--- config.mk ---
export PLATFORM = sky130hd
export DESIGN_NAME = petbl_refill
export DESIGN_NICKNAME = d
export VERILOG_FILES = /design/src/hdl/petbl_pkg.sv /design/src/hdl/petbl_refill.sv
export SDC_FILE = /design/constraint.sdc
export NUM_CORES = 2
export LEC_CHECK = 0
export BUFFER_PORTS_ARGS = -buffer_cell sky130_fd_sc_hd__buf_2
export CORE_MARGIN = 3
export CORE_UTILIZATION = 42
export DETAILED_ROUTE_END_ITERATION = 8
export GPL_ROUTABILITY_DRIVEN = 0
export PLACE_DENSITY = 0.6
export SLEW_MARGIN = 15
export SYNTH_ARGS = -nofsm -noshare
export SYNTH_HDL_FRONTEND = slang
export SYNTH_SLANG_ARGS = --single-unit
export TNS_END_PERCENT = 1
--- constraint.sdc ---
create_clock -name clk -period 16.25 [get_ports clk]
set_input_delay 0.8125 -clock clk [delete_from_list [all_inputs] [get_ports clk]]
set_output_delay 0.8125 -clock clk [all_outputs]
set_load 0.005 [all_outputs]
--- src/hdl/petbl_pkg.sv ---
// Shared types and constants for the per-entry token bucket limiter.
`timescale 1ns / 1ps

package petbl_pkg;

  localparam int INDEX_W   = 10;
  localparam int TOKEN_W   = 16;
  localparam int STAMP_W   = 32;
  localparam int CFG_W     = 16;
  localparam int CFG_IDX_W = 1;

  localparam logic FUNC_INIT  = 1'b0;
  localparam logic FUNC_CHECK = 1'b1;

  localparam logic [CFG_IDX_W-1:0] REG_BUCKET_CAPACITY   = 1'b0;
  localparam logic [CFG_IDX_W-1:0] REG_REFILL_PER_SECOND = 1'b1;

  localparam logic [TOKEN_W-1:0] CAPACITY_RESET = 16'd100;
  localparam logic [TOKEN_W-1:0] REFILL_RESET   = 16'd20;

  typedef enum logic [2:0] {
    ST_IDLE,
    ST_ADDR,
    ST_READ,
    ST_MUL,
    ST_UPD
  } state_t;

  typedef struct packed {
    logic               big;
    logic               nonzero;
    logic [TOKEN_W-1:0] quotient;
  } refill_t;

endpackage

--- src/hdl/petbl_refill.sv ---
// Two-stage refill arithmetic: elapsed ticks times rate, then division by the tick rate.
`timescale 1ns / 1ps

module petbl_refill import petbl_pkg::*; #(
  parameter int TICKS_PER_SECOND = 1000
) (
  input  logic               clk,
  input  logic [STAMP_W-1:0] elapsed,
  input  logic [TOKEN_W-1:0] rate,
  output refill_t            refill
);

  // Only quotients below 2^TOKEN_W matter; anything larger fills the bucket anyway.
  // Below that bound the product fits N bits, and a rounded-up reciprocal of
  // N+1 bits gives the exact truncated quotient.
  localparam int L  = $clog2(TICKS_PER_SECOND);
  localparam int N  = TOKEN_W + L;
  localparam int S  = N + L;
  localparam int MW = N + 1;
  localparam int PW = STAMP_W + TOKEN_W;
  localparam int QW = N + MW;
  localparam logic [MW-1:0] RECIP =
    MW'(((64'd1 << S) + 64'(TICKS_PER_SECOND) - 64'd1) / 64'(TICKS_PER_SECOND));
  localparam logic [PW-1:0] NZ_LIMIT  = PW'(TICKS_PER_SECOND);
  localparam logic [PW-1:0] BIG_LIMIT = PW'(TICKS_PER_SECOND) << TOKEN_W;

  logic [PW-1:0] prod;
  logic [QW-1:0] scaled;

  always_ff @(posedge clk) begin
    prod <= PW'(elapsed) * PW'(rate);
  end

  assign scaled = QW'(prod[N-1:0]) * QW'(RECIP);

  always_ff @(posedge clk) begin
    refill.big      <= (prod >= BIG_LIMIT);
    refill.nonzero  <= (prod >= NZ_LIMIT);
    refill.quotient <= TOKEN_W'(scaled >> S);
  end

endmodule

### Yosys cells after proc, flatten, opt, wreduce, memory -nomap -nowiden

Cells that the tools add are included.

| word-level totals | value |
|---|---|
| bits in registers | 66 |
| input bits | 49 |
| output and inout port bits | 18 |
| logic and storage cells | 8 |

| operators by class | value |
|---|---|
| multipliers | 2 |
| $lt $le $gt $ge | 2 |

Operator list:

| kind | number |
|---|---|
| $mul A26 B27 Y52 const B | 1 |
| $ge A48 B10 Y1 const B | 1 |
| $ge A48 B26 Y1 const B | 1 |
| $mul A32 B16 Y48 | 1 |

### Logic depth before layout (Yosys ltp)

| logic depth | value |
|---|---|
| depth in word-level cells | 1 |
| gate-level depth with buffers | 25 |
| gate-level depth less buffers | 25 |

### Worst setup path after synthesis

No wires, ideal clock.

| path | value |
|---|---|
| kind | input port to flip-flop |
| start | in elapsed[5] |
| end | reg prod[43] |
| arrival time | 6,465 ps |
| required time | 16,178 ps |
| setup slack | 9,713 ps |
| stages on the path | 23 |
| path buffers | 2 |
| path through | clkbuf_1 -> and2_1 -> fa_1 -> inv_1 -> fa_1 -> fa_1 -> fa_1 -> inv_1 -> fa_1 -> inv_1 -> fa_1 -> inv_1 -> ha_1 -> clkbuf_1 -> and4_1 -> o211a_1 -> a211o_1 -> o21ai_2 -> o211ai_2 -> nor3_2 -> o21ai_2 -> a311oi_2 -> xnor2_1 |

| between the ends | value |
|---|---|
| cells in the longest elaborated chain, start to end | 1 |

RTL lines:

| item | RTL line | source |
|---|---|---|
| from (decl) | petbl_refill.sv:8 | `input logic [STAMP_W-1:0] elapsed,` |
| $mul A32 B16 Y48 | petbl_refill.sv:31 | `prod <= PW'(elapsed) * PW'(rate);` |
| to (signal assigned) | petbl_refill.sv:31 |  |
| to (decl) | petbl_refill.sv:27 | `logic [PW-1:0] prod;` |

Every way passes these cells.

### Worst setup path after layout

| path | value |
|---|---|
| start | in rate[3] |
| end | reg prod[36] |

| between the ends | value |
|---|---|
| cells in the longest elaborated chain, start to end | 1 |

RTL lines:

| item | RTL line | source |
|---|---|---|
| from (decl) | petbl_refill.sv:9 | `input logic [TOKEN_W-1:0] rate,` |
| $mul A32 B16 Y48 | petbl_refill.sv:31 |  |

Every way passes these cells.

==> impl_results.md <==
* Status: finished, final reports clean
* Most area-hungry cell type in the Yosys netlist: fa_1
* Post-CTS Hold Fix Bufs at 0
* Distinct cell type count of the synthesized netlist at 57
* Tcrit/Tclk final at around 44%
* Count of buffers from port buffering at 66
* Type of the tightest min-delay check: flip-flop to flip-flop
* Time the final worst path needs with I/O delays and setup at 7.15 ns
* Slowest Stage Delay on Critical Path at 0.61 ns
* Register area share after synthesis at 4.72%
* Number of vias per cell at 5.10
* Top fanout value on the critical path at 32
* Count of synthesis-stage warnings from yosys at 0
* Pins Over Slew Limit at 0
* Initial antenna violation count at 0
* Total via count after detailed routing at approximately 20k
* Placement row count at 94
* Area used by sequential logic in the layout at about 1300 µm²
* Met1 capacity usage during global routing at 28.4%
* Main area contributors after synthesis: fa_1, ha_1, inv_1, nand2_1, dfxtp_1
* Total Die Area at 69800 µm²
* Clock transition at the registers of the reported paths at ~0.06 ns
* Maximum number of pins on one net before global-route repair at 33
* I/O pin count at 67
* Final-stage net count at 4121
* Router iterations before antenna repair at 7
* Layout overhead on the synthesized area at 4.97%
* Arrival time at the worst endpoint at 7.43 ns
* Clock buffer depth at 2
* Slew at the pin with the worst max-slew slack at 1.02 ns
* Critical-path cell list: buf_2 -> nand2_1 -> fa_1 -> fa_1 -> fa_1 -> fa_1 -> inv_1 -> fa_1 -> inv_1 -> fa_1 -> inv_1 -> ha_1 -> and4_1 -> and3_1 -> o21ai_0 -> a31oi_1 -> a21oi_1 -> nor3_1 -> nor2b_1 -> o21ai_0 -> xor2_1
* Number of buffers created by CTS at 9
* Required time reported for the critical path endpoint at 16.53 ns
* Max-cap check violation count at 0
* Number of buffers added for setup after CTS at 0
* Kind of start point of the critical path: input port
* Skew final at 0.00507 ns
* Initial core utilization at 42.5%
* Unrepaired setup endpoints after global routing: no
* Count of antenna-violating nets left after detailed routing at 0
* Share of Yosys cell area claimed by the top area cell type at approximately 45%
* Congestion Overflow GR at 0
* Wire per inst at between 15 and 20 µm
* Die span in y at between 200 and 300 µm
* Synth Instances at between 3k and 4k
* # setup viols final at 0
* Skew-Pair Late Insertion Delay at 0.35 ns
* Total GRT Usage at 22.6%
* TNS Setup at 0 ns
* Number of global-route vias before repair at about 22k
* Mapped cell area at 28000 µm²
* Layout cells sized above 1 at 3.16%
* Area of the placeable core at 65900 µm²
* Number of remaining DRC errors at 0
* Critical Path Most Common Cell: fa_1
* Die W at 264 µm
* Hpwl dp at roughly 60000 µm
* CTS Root Cell: clkbuf_16
* Endpoint type of the worst setup path: flip-flop
* Clock net sink count at 66
* TritonCTS clock tree: built
* Proportion of synthesized flip-flops having asynchronous set or reset at 0%
* Number of enable-type register cells in the synthesized netlist at 0
* FMAX at 140 MHz
* Main flop type after synthesis: dfxtp_1
* Most common cell after layout, fill and taps aside: inv_1
* Final WL at 74500 µm
* Gr busiest metal: met2
* Starting DRC count in detailed routing at 1167
* Fraction of met2 tracks used by global routing at 40.1%
* Global-route wire length before repair at 123000 µm
* Total of flip-flops plus latches after synthesis at 66
* Top library cells by usage in the layout, fill and taps aside: inv_1, fa_1, ha_1
* Critical Setup Path Class: input port to flip-flop
* R2r setup slk at around 9.1 ns
* Multi-input combinational cell area at about 23000 µm²
* Number of diodes at 0
* Normalized max-slew margin at 31.5%
* Syn nets at 4137
* Hold Violations, Final at 0
* Gates resized, CTS repair at 0
* Avg Synthesized Cell Area at 9.19 µm²
* # H-tree levels at 3
* Fill cell total of the finished layout at 6486
* Global-route track usage on met3 at 2.07%
* Cell type of the slowest stage on the worst timing path: buf_2
==> final timing paths <==
path | startpoint | to | cells past startpoint
max reg2reg | prod[12] | refill[11] | 21
min | prod[39] | refill[17] | 2
max | rate[3] | prod[36] | 21
min reg2reg | prod[39] | refill[17] | 2
==> synth_stat cells, types with 2 or more instances <==
master	number
and3_1	4
a21o_1	37
xnor2_1	37
nand2b_1	7
nor2_1	36
inv_1	848
nand4_1	21
mux2i_1	2
o21a_1	7
o211ai_1	10
ha_1	410
nand2_1	364
and4_1	2
nor4_1	7
a221oi_1	2
o21bai_1	13
o21ai_0	41
nand3_1	22
a41oi_1	3
a211oi_1	3
a31o_2	5
dfxtp_1	66
fa_1	630
o21ai_2	2
nor3_1	12
nor2b_1	8
or2_2	2
a311oi_1	2
a21oi_1	82
o211a_1	2
a21boi_0	2
and2_1	210
xor2_1	23
a31oi_1	11
clkbuf_1	93
==> registers in the layout, indices dropped and copies added (netlist names) <==
name,cells
prod,48
refill,18
==> metrics by stage <==
| step | hold slack [ns] | cells | area [µm²] | worst slack [ns] | utilization (%) |
|---|---|---|---|---|---|
| floorplan | 0.401 | 3048 | 28000 | 9.71 | - |
| global placement | 0.585 | 3885 | 29100 | 8.76 | 44.1 |
| detailed placement | 0.595 | 3885 | 29100 | 8.69 | 44.1 |
| CTS | 0.609 | 3901 | 29400 | 9.05 | 44.6 |
| global route | 0.608 | 3901 | 29400 | 8.60 | 44.6 |
| finish | 0.617 | 3901 | 29400 | 9.10 | 44.6 |
==> final cells by class <==
class,instances,share of cell area (%)
multi-input combinational,2041,78.8
inverter,848,10.8
sequential,66,4.49
tap,864,3.68
timing repair buffer,66,1.12
clock buffer,10,0.813
clock inverter,6,0.306
==> metal layers <==
layer  vias to the layer above  share of wire [%]
met4                         0                4.5
met2                       531                 50
li1                       9010                  -
met5                         -                  0
met1                     10200                 41
met3                       167                4.1
==> logic make-up after synthesis <==
family	Yosys count	synth area share (%)
muxes	2	0.0715
DFF	66	4.72
xor gates and xnor gates	60	1.88
buffers and inverters	941	12.6
adders and majority gates	1040	63.3
and+or+nand+nor	700	12.0
AOI/OAI and AO/OA	239	5.44
==> critical path: cells and delay by family <==
| kind | cells | cell delay [ns] |
|---|---|---|
| buffers and inverters | 4 | 0.75 |
| AO/OA/AOI/OAI | 4 | 1.12 |
| AND/OR/NAND/NOR | 5 | 1.11 |
| XOR/XNOR | 1 | 0.15 |
| adder cells (fa/ha/maj) | 7 | 3.45 |
Power is not shown: default switching activity piles up to over one toggle a cycle in this logic, so the estimate is an artifact.
