[src/hdl/petbl_pkg.sv]
// Shared types and constants for the per-entry token bucket limiter.
`timescale 1ns / 1ps

package petbl_pkg;

  localparam int INDEX_W   = 10;
  localparam int TOKEN_W   = 16;
  localparam int STAMP_W   = 32;
  localparam int CFG_W     = 16;
  localparam int CFG_IDX_W = 1;

  localparam logic FUNC_INIT  = 1'b0;
  localparam logic FUNC_CHECK = 1'b1;

  localparam logic [CFG_IDX_W-1:0] REG_BUCKET_CAPACITY   = 1'b0;
  localparam logic [CFG_IDX_W-1:0] REG_REFILL_PER_SECOND = 1'b1;

  localparam logic [TOKEN_W-1:0] CAPACITY_RESET = 16'd100;
  localparam logic [TOKEN_W-1:0] REFILL_RESET   = 16'd20;

  typedef enum logic [2:0] {
    ST_IDLE,
    ST_ADDR,
    ST_READ,
    ST_MUL,
    ST_UPD
  } state_t;

  typedef struct packed {
    logic               big;
    logic               nonzero;
    logic [TOKEN_W-1:0] quotient;
  } refill_t;

endpackage

[src/hdl/petbl_slot.sv]
// Maps an entry index onto a table slot, taking the index modulo the table depth.
`timescale 1ns / 1ps

module petbl_slot import petbl_pkg::*; #(
  parameter int ENTRIES = 1024,
  parameter int AW      = 10
) (
  input  logic               clk,
  input  logic               load,
  input  logic [INDEX_W-1:0] index,
  output logic [AW-1:0]      slot
);

  if (ENTRIES >= (1 << INDEX_W)) begin : g_direct
    // Every index already names a slot of its own.
    logic [INDEX_W-1:0] index_q;

    always_ff @(posedge clk) begin
      if (load) begin
        index_q <= index;
      end
    end

    assign slot = AW'(index_q);
  end else begin : g_mod
    // The quotient comes from a multiply by a rounded-up reciprocal, which is exact
    // for every index value; the remainder follows from one multiply-back.
    localparam int L  = $clog2(ENTRIES);
    localparam int SH = INDEX_W + L;
    localparam int MW = INDEX_W + 1;
    localparam int PW = INDEX_W + MW;
    localparam logic [MW-1:0] RECIP =
      MW'(((64'd1 << SH) + 64'(ENTRIES) - 64'd1) / 64'(ENTRIES));
    localparam logic [INDEX_W-1:0] DEPTH_K = INDEX_W'(ENTRIES);

    logic [INDEX_W-1:0] index_q;
    logic [INDEX_W-1:0] quot_q;
    logic [PW-1:0]      scaled;
    logic [INDEX_W-1:0] back;
    logic [INDEX_W-1:0] rem;

    assign scaled = PW'(index) * PW'(RECIP);

    always_ff @(posedge clk) begin
      if (load) begin
        index_q <= index;
        quot_q  <= INDEX_W'(scaled >> SH);
      end
    end

    assign back = INDEX_W'(quot_q * DEPTH_K);
    assign rem  = index_q - back;
    assign slot = AW'(rem);
  end

endmodule

[config.mk]
export PLATFORM = sky130hd
export DESIGN_NAME = petbl_slot
export DESIGN_NICKNAME = d
export VERILOG_FILES = /design/src/hdl/petbl_pkg.sv /design/src/hdl/petbl_slot.sv
export SDC_FILE = /design/constraint.sdc
export NUM_CORES = 1
export LEC_CHECK = 0
export BUFFER_PORTS_ARGS = -buffer_cell sky130_fd_sc_hd__buf_2
export CORE_AREA = 3 3 40 42
export DETAILED_ROUTE_END_ITERATION = 12
export DIE_AREA = 0 0 43 45
export PLACE_DENSITY = 0.62
export SYNTH_ARGS = -nofsm -noshare
export SYNTH_HDL_FRONTEND = slang
export SYNTH_SLANG_ARGS = --single-unit
export TNS_END_PERCENT = 30
[constraint.sdc]
create_clock -name clk -period 0.8 [get_ports clk]
set_input_delay 0.16 -clock clk [delete_from_list [all_inputs] [get_ports clk]]
set_output_delay 0.16 -clock clk [all_outputs]
set_load 0.01 [all_outputs]
# ---- Word-level counts from Yosys, hierarchy flattened
# Cells that the tools add are included.
dict set report totals {
  register_bits 10
  in_bits 12
  out_inout_bits 10
  elab_cells 1
}

# ---- Longest topological paths before layout
# Gate-level depths: netlist of run 1.
dict set report depth {
  ltp_word 0
  ltp_mapped 0
}

# ---- Worst setup path after synthesis of run 1
# No wires, ideal clock.
dict set report synth_path {
  path_type {reg2out}
  from {register g_direct.index_q[0] (netlist: slot[0])}
  to {output port slot[0]}
  t_arrival_ps 394
  path_slack_ps 246
  stages_incl_launch_ff 1
  path_buffers 0
  path_cell_list {edfxtp_1}
}
# item line_no
set synth_lines {}
lappend synth_lines {{from (decl)} petbl_slot.sv:16} ;# logic [INDEX_W-1:0] index_q;
lappend synth_lines {{from (signal assigned)} petbl_slot.sv:20} ;# index_q <= index;
lappend synth_lines {{to (decl)} petbl_slot.sv:11} ;# output logic [AW-1:0] slot
# No word-level cell between the ends.

# ---- Final worst setup path of run 1
dict set report layout_path {
  from {register g_direct.index_q[5] (netlist: slot[5])}
  to {output port slot[5]}
}
# No word-level cell between the ends.

==> results of run 1 <==
[per-stage QoR]
step | instance area (sq um) | utilization, % | hold WS (ps)
floorplan | 300 | - | 259
global placement | 424 | 33.0 | 337
detailed placement | 424 | 33.0 | 339
CTS | 447 | 34.8 | 72.3
global route | 447 | 34.8 | 63.4
finish | 447 | 34.8 | 83.1
[what timing repair did]
action,4_1_cts,5_1_grt
cloned,0,0
hold buffers,0,0
setup endpoints to repair,10,10
[final timing paths]
kind	cells past startpoint	endpoint	slack (ps)	start
worst max-delay path	1	slot[5]	-120	slot[5]
worst min-delay path	1	slot[3]	80	index[3]
[final cells by class]
type | count | area [sq um]
clock buffers | 3 | 22.5
fillers | 117 | 838
flip-flops and latches | 10 | 300
well taps | 15 | 18.8
repair buffers | 21 | 105
[placed cells by master (no fill, tap or decap), drive strengths merged]
cell type and count:
edfxtp 10, buf 21, clkbuf 3
[per-layer routing]
metal / up-vias / part of all wire [%] / track usage, %
li1: 88 / - / -
met1: 80 / 40 / 7.59
met2: 23 / 40 / 11.7
met3: 0 / 20 / 7.57
met4: 0 / 0 / 0
met5: - / 0 / 0
[power groups by stage]
stage / clock network [uW] / logic, uW / registers [uW]
2_1_floorplan: 0 / 0 / 668
3_3_place_gp: 0 / 94.5 / 643
3_5_place_dp: 0 / 96.8 / 644
4_1_cts: 325 / 96.7 / 633
5_1_grt: 356 / 103 / 638
6_report: 305 / 94.1 / 632
[synthesized netlist by cell type, drive strengths merged]
| library cell | n | area share (%) |
|---|---|---|
| edfxtp | 10 | 100 |
[cell families (layout without fill, tap and decap cells)]
logic type / Yosys count / count (layout) / synth area share (%)
buffers and inverters: 0 / 24 / 0
flip-flops: 10 / 10 / 100
==> qor.csv, run 1 <==
metric,value,unit
"Hold Vio Cnt, Final",0,
CTS Root Buffer Type,clkbuf_4,
Cells after DPL,46,
"CTS clk-pin slew, worst paths",60,ps
switching share of power,18.6,%
final setup vio count,10,
postcts setup bufs,0,
vias in the first global route,226,
GRT overflow,0,
"Max FO, Critical Path",1,
total power,1030,uW
outcome,finished with violations,
CTS tree,yes,
Syn Nets,22,
Die Wd,43,microns
Netlist cell types,1,
#FFs+latches synth,10,
Period minus WS final,923,ps
pwr dens,2310,nW/um^2
I/O Pins,22,
Comb pwr share,9.1,%
#MultiIn Comb,0,
WP data arrival,760,ps
Area Growth Syn to Fin,48.7,%
Seq pwr share,61.3,%
post-route ant nets,0,
Fmax,1080,MHz
post-cts sizing count,0,
Clock power frac,29.6,%
"Seq/Total Area, Yosys",100,%
Leak,0.000194,uW
Worst-Margin Slew,209,ps
cells along the critical path,buf_2,
Placeable Area,1280,sq um
Worst VDD drop,0.00122,V
Vias/cell,3.90,
Starting DRT DRC Count,9,
die area,1940,sq um
CTS sink count,10,
gpl congestion,0.620,
Initial Util,23.4,%
CP endpoint kind,output pin,
NumNets Final,48,
Largest register FFs,10,
Post-Place Setup Slack,99.9,ps
yosys warns,0,
PortBufs,21,
Max-cap violations,0,
"Req. time, crit path",640,ps
"slowest stage cell, crit path",edfxtp_1,
cell row count,13,
mean area per synthesized cell,30.0,sq um
share of cells above drive strength 1,70.6,%
"delay-heaviest family, CP",flip-flops,
startpoint types,flop,
Hold Path Class,primary input to flop,
failing checks,setup timing,
antenna violations before repair,0,
largest net degree at the start of global routing,11,
RSZ-0062 raised after global routing,yes,
Pre-Repair DR Iteration Count,2,
crit path kind,flop to output pin,
Longest Clk Path Bufs,2,
CP Buf/Inv Count,1,
"Slew Viols, Final",0,
Pint,839,uW
final cell count without fillers,49,
worst stage delay on the critical path,360,ps
Tot GR Track Use,7.45,%
first-pass GRT wire length,972,microns
drt total wl,552,microns
n_diodes,0,
crit share post-route,115,%
Slew HR,86.1,%
Post-Syn Area,300,sq um
setup TNS,-1070,ps
area of the multi-input gates,0,sq um
H-tree levels,1,
Die Ht,45,microns
net switching power,192,uW
setup ws final,-123,ps
Avg WL per Cell,11.3,microns
Num CTS Buffers,3,
via count,191,
Mapped Cells,10,
DRC Markers,0,
No activity file was read; power rests on OpenSTA's default activity.
==> run 2: changes to the inputs <==
Settings changed: GPL_TIMING_DRIVEN set to 0, HOLD_SLACK_MARGIN set to 0.1.
Clock period 0.8 ns to 1.1 ns, I/O delays scaled along.
==> run 2 against run 1 <==
  * The run now ends clean
  * Critical endpoint unchanged
  * Global-route usage shrank 0.43 points
  * Highest routed layer unchanged
  * Sequential power fell by 27%
  * Via count down 2.6%
  * Combinational power decreased by 28%
  * Worst setup slack better by 240 ps
==> qor.csv, run 2 (same netlist as run 1, synthesis figures left out) <==
metric,value,unit,change
Critical path origin,slot[5],,unchanged
"Hold-fix buffers, CTS",0,,unchanged
fill cell count,136,,was 117
Placeable Area,1280,sq um,unchanged
drt total wl,544,microns,was 552 microns
"Max FO, Critical Path",1,,unchanged
outcome,"finished, final reports clean",,was finished with violations
vias in the first global route,228,,was 226
Initial Util,23.4,%,unchanged
setup ws final,115,ps,was -123 ps
gpl congestion,0.590,,was 0.620
Leak,0.000194,uW,unchanged
GRT overflow,0,,unchanged
#MultiIn Comb,0,,unchanged
RSZ-0062 raised after global routing,no,,was yes
area of the multi-input gates,0,sq um,unchanged
WP data arrival,760,ps,about the same
Max-cap violations,0,,unchanged
final setup vio count,0,,was 10
Worst-Margin Slew,212,ps,was 209 ps
cell row count,13,,unchanged
Period minus WS final,985,ps,
first-pass GRT wire length,897,microns,was 972 microns
Hold Path End,slot[0],,was slot[3]
CP endpoint kind,output pin,,unchanged
Area Growth Syn to Fin,48.7,%,unchanged
n_diodes,0,,unchanged
H-tree levels,1,,unchanged
Fmax,1020,MHz,
crit path kind,flop to output pin,,unchanged
CTS sink count,10,,unchanged
most frequent cells in the layout,"buf_2 (21), edfxtp_1 (10), clkbuf_4 (3)",,unchanged
"CTS clk-pin slew, worst paths",60,ps,about the same
"Req. time, crit path",880,ps,was 640 ps
crit share post-route,89.5,%,
setup TNS,0,ps,was -1070 ps
Pre-Repair DR Iteration Count,2,,unchanged
NumNets Final,48,,unchanged
Starting DRT DRC Count,1,,was 9
"Hold Vio Cnt, Final",0,,unchanged
Tot GR Track Use,7.02,%,was 7.45%
via count,186,,was 191
"delay-heaviest family, CP",flip-flops,,unchanged
largest net degree at the start of global routing,11,,unchanged
DRC Markers,0,,unchanged
"slowest stage cell, crit path",edfxtp_1,,unchanged
Largest register FFs,10,,unchanged
CTS Root Buffer Type,clkbuf_4,,unchanged
postcts setup bufs,0,,unchanged
Die Ht,45,microns,unchanged
Vias/cell,3.80,,was 3.90
Hold Startpoint,index[0],,was index[3]
die area,1940,sq um,unchanged
worst hold path depth,1,,unchanged
Avg WL per Cell,11.1,microns,was 11.3 microns
CP Buf/Inv Count,1,,unchanged
post-cts sizing count,0,,unchanged
Num CTS Buffers,3,,unchanged
register area,300,sq um,unchanged
worst stage delay on the critical path,360,ps,about the same
post-route ant nets,0,,unchanged
"most common cell after layout, fill and taps aside",buf_2,,unchanged
Hold Path Class,primary input to flop,,unchanged
Longest Clk Path Bufs,2,,unchanged
Die Wd,43,microns,unchanged
startpoint types,flop,,unchanged
share of cells above drive strength 1,70.6,%,unchanged
Worst VDD drop,0.000653,V,was 0.00122 V
CTS tree,yes,,unchanged
pwr dens,1690,nW/um^2,was 2310 nW/um^2
"Slew Viols, Final",0,,unchanged
PortBufs,21,,unchanged
Post-Place Setup Slack,334,ps,was 99.9 ps
antenna violations before repair,0,,unchanged
cells along the critical path,buf_2,,unchanged
I/O Pins,22,,unchanged
Slew HR,85.9,%,was 86.1%
-- run 2: cell counts in the layout (fill, tap and decap cells not counted) --
No cell type changed its count.
-- run 2: power breakdown --
group	total (uW)	internal (uW)	switching [uW]
sequential	459	453	6.00
clock	227	125	102
combinational	68.1	32.2	35.9
total	754	610	144
-- run 2: per-layer routing --
layer | wire length [microns] | up-vias | track usage (%)
met5 | 0 | - | 0
met4 | 0 | 0 | 3.61
met3 | 106 | 0 | 4.78
met2 | 213 | 21 | 9.58
met1 | 223 | 75 | 8.33
li1 | - | 90 | -
-- run 2: worst max path at each step --
stage	slack (ps)	end	depth (start not counted)
2_1_floorplan	490	slot[0]	0
3_3_place_gp	350	slot[8]	1
3_5_place_dp	330	slot[8]	1
4_1_cts	100	slot[5]	1
5_1_grt	60	slot[3]	1
6_report	120	slot[5]	1
-- run 2: area by class of cell --
class / instances / share of cell area (%)
Timing Repair Buffer: 21 / 23.5
Sequential cell: 10 / 67.2
Clock buffer: 3 / 5.04
Tap cell: 15 / 4.20
-- run 2: through the flow --
stage                     std cells  utilization (%)  hold slack, ps  instance area (sq um)  power (uW)
final                            49             34.8             143                    447         754
after global routing             49             34.8             132                    447         796
after CTS                        49             34.8             130                    447         776
after detailed placement         46             33.0             398                    424         537
after global placement           46             33.0             396                    424         535
after floorplan                  10                -             319                    300         486
==> run 3: changes to the inputs <==
==> constraint.sdc (replaced) <==
create_clock -name clk -period 1.1 [get_ports clk]
set_input_delay 0.055 -clock clk [delete_from_list [all_inputs] [get_ports clk]]
set_output_delay 0.055 -clock clk [all_outputs]
set_load 0.01 [all_outputs]
==> run 3 against run 2 <==
  * Non-clock buffer count up 10
  * Highest routed layer unchanged
  * Routed wire length up 31%
  * Critical path depth unchanged
  * Largest power group unchanged
  * Core utilization up 7.8 points
==> qor.csv, run 3 (same netlist as run 1, synthesis figures left out) <==
metric,value,unit,change
CTS tree,yes,,unchanged
final setup vio count,0,,unchanged
Area Growth Syn to Fin,82.1,%,was 48.7%
CTS sink count,10,,unchanged
cell row count,13,,unchanged
GRT overflow,0,,unchanged
"Req. time, crit path",1040,ps,was 880 ps
n_diodes,0,,unchanged
share of cells above drive strength 1,54.5,%,was 70.6%
area of the multi-input gates,0,sq um,unchanged
Util after Layout,42.6,%,was 34.8%
Longest Clk Path Bufs,2,,unchanged
die area,1940,sq um,unchanged
post-cts sizing count,0,,unchanged
"most common cell after layout, fill and taps aside",buf_2,,unchanged
CTS Root Buffer Type,clkbuf_4,,unchanged
final cell count without fillers,59,,was 49
pwr dens,1460,nW/um^2,was 1690 nW/um^2
drt total wl,713,microns,was 544 microns
most frequent cells in the layout,"buf_2 (21), dlygate4sd3_1 (10), edfxtp_1 (10)",,"was buf_2 (21), edfxtp_1 (10), clkbuf_4 (3)"
NumNets Final,58,,was 48
"CTS clk-pin slew, worst paths",60,ps,about the same
PortBufs,21,,unchanged
first-pass GRT wire length,1090,microns,was 897 microns
vias in the first global route,277,,was 228
Clock power frac,30.2,%,was 30.1%
"slowest stage cell, crit path",edfxtp_1,,unchanged
worst stage delay on the critical path,390,ps,was 360 ps
Die Ht,45,microns,unchanged
Max-cap violations,0,,unchanged
CP Buf/Inv Count,1,,unchanged
Leak,0.000236,uW,was 0.000194 uW
#MultiIn Comb,0,,unchanged
outcome,"finished, final reports clean",,unchanged
post-route ant nets,0,,unchanged
Initial Util,23.4,%,unchanged
Worst-Margin Slew,216,ps,was 212 ps
"Slew Viols, Final",0,,unchanged
startpoint types,flop,,unchanged
setup ws final,248,ps,was 115 ps
switching share of power,20.4,%,was 19.1%
crit path kind,flop to output pin,,unchanged
Tot GR Track Use,8.54,%,was 7.02%
crit share post-route,77.5,%,was 89.5%
Avg WL per Cell,12.1,microns,was 11.1 microns
area post-placement,424,sq um,unchanged
Pint,634,uW,was 610 uW
Vias/cell,3.83,,was 3.80
via count,226,,was 186
I/O Pins,22,,unchanged
Pre-Repair DR Iteration Count,3,,was 2
H-tree levels,1,,unchanged
design area,547,sq um,was 447 sq um
net switching power,162,uW,was 144 uW
Seq pwr share,57.7,%,was 60.9%
Fmax,1170,MHz,was 1020 MHz
RSZ-0062 raised after global routing,no,,unchanged
Cells after DPL,46,,unchanged
Comb pwr share,12.1,%,was 9.0%
largest net degree at the start of global routing,11,,unchanged
Largest register FFs,10,,unchanged
Worst VDD drop,0.000524,V,was 0.000653 V
"Max FO, Critical Path",1,,unchanged
"Hold Vio Cnt, Final",0,,unchanged
"delay-heaviest family, CP",flip-flops,,unchanged
Hold Path Class,primary input to flop,,unchanged
Period minus WS final,852,ps,was 985 ps
Post-Place Setup Slack,499,ps,was 334 ps
antenna violations before repair,0,,unchanged
WP data arrival,800,ps,was 760 ps
Die Wd,43,microns,unchanged
Starting DRT DRC Count,4,,was 1
Placeable Area,1280,sq um,unchanged
setup TNS,0,ps,unchanged
gpl congestion,0.590,,unchanged
cells along the critical path,buf_2,,unchanged
Num CTS Buffers,3,,unchanged
DRC Markers,0,,unchanged
CP endpoint kind,output pin,,unchanged
Slew HR,85.6,%,was 85.9%
fill cell count,121,,was 136
[run 3: cell count changes in the layout (fill, tap and decap cells not counted), sizes merged]
cell	before	now
dlygate4sd3	0	10
[run 3: per-stage QoR]
step                power [uW]  hold slack, ps
floorplan                  486             154
CTS                        803             161
detailed placement         537             233
finish                     796             160
global placement           535             231
global route               832             169
[run 3: final cells by class]
| type | instances | area (sq um) | area share (%) |
|---|---|---|---|
| Tap cell | 15 | 18.8 | 3.43 |
| Sequential cell | 10 | 300 | 54.9 |
| Clock buffer | 3 | 22.5 | 4.12 |
| Timing Repair Buffer | 31 | 205 | 37.5 |
[run 3: timing repair]
item                                   4_1_cts  5_1_grt
buffers inserted                             0        0
endpoints found under the hold margin       10        0
hold buffers                                10        0
[run 3: routing by layer]
metal  track usage [%]  vias to the layer above  routed length [microns]
met5                 0                        -                        0
met4              3.61                        0                        0
met3              4.38                        0                       84
met2              14.7                       21                      330
met1              8.84                       95                      298
li1                  -                      110                        -
[run 3: worst paths after layout]
kind / from / end / cells after the start
setup / recovery: slot[3] / slot[3] / 1
hold / removal: load / slot[3] / 1
[run 3: power by group through the flow]
stage / clock [uW] / combinational, uW / sequential, uW
after floorplan: 0 / 0 / 486
after detailed placement: 0 / 70.2 / 467
after CTS: 247 / 97.2 / 459
after global routing: 264 / 106 / 462
final: 241 / 96.3 / 459
after global placement: 0 / 69.6 / 466
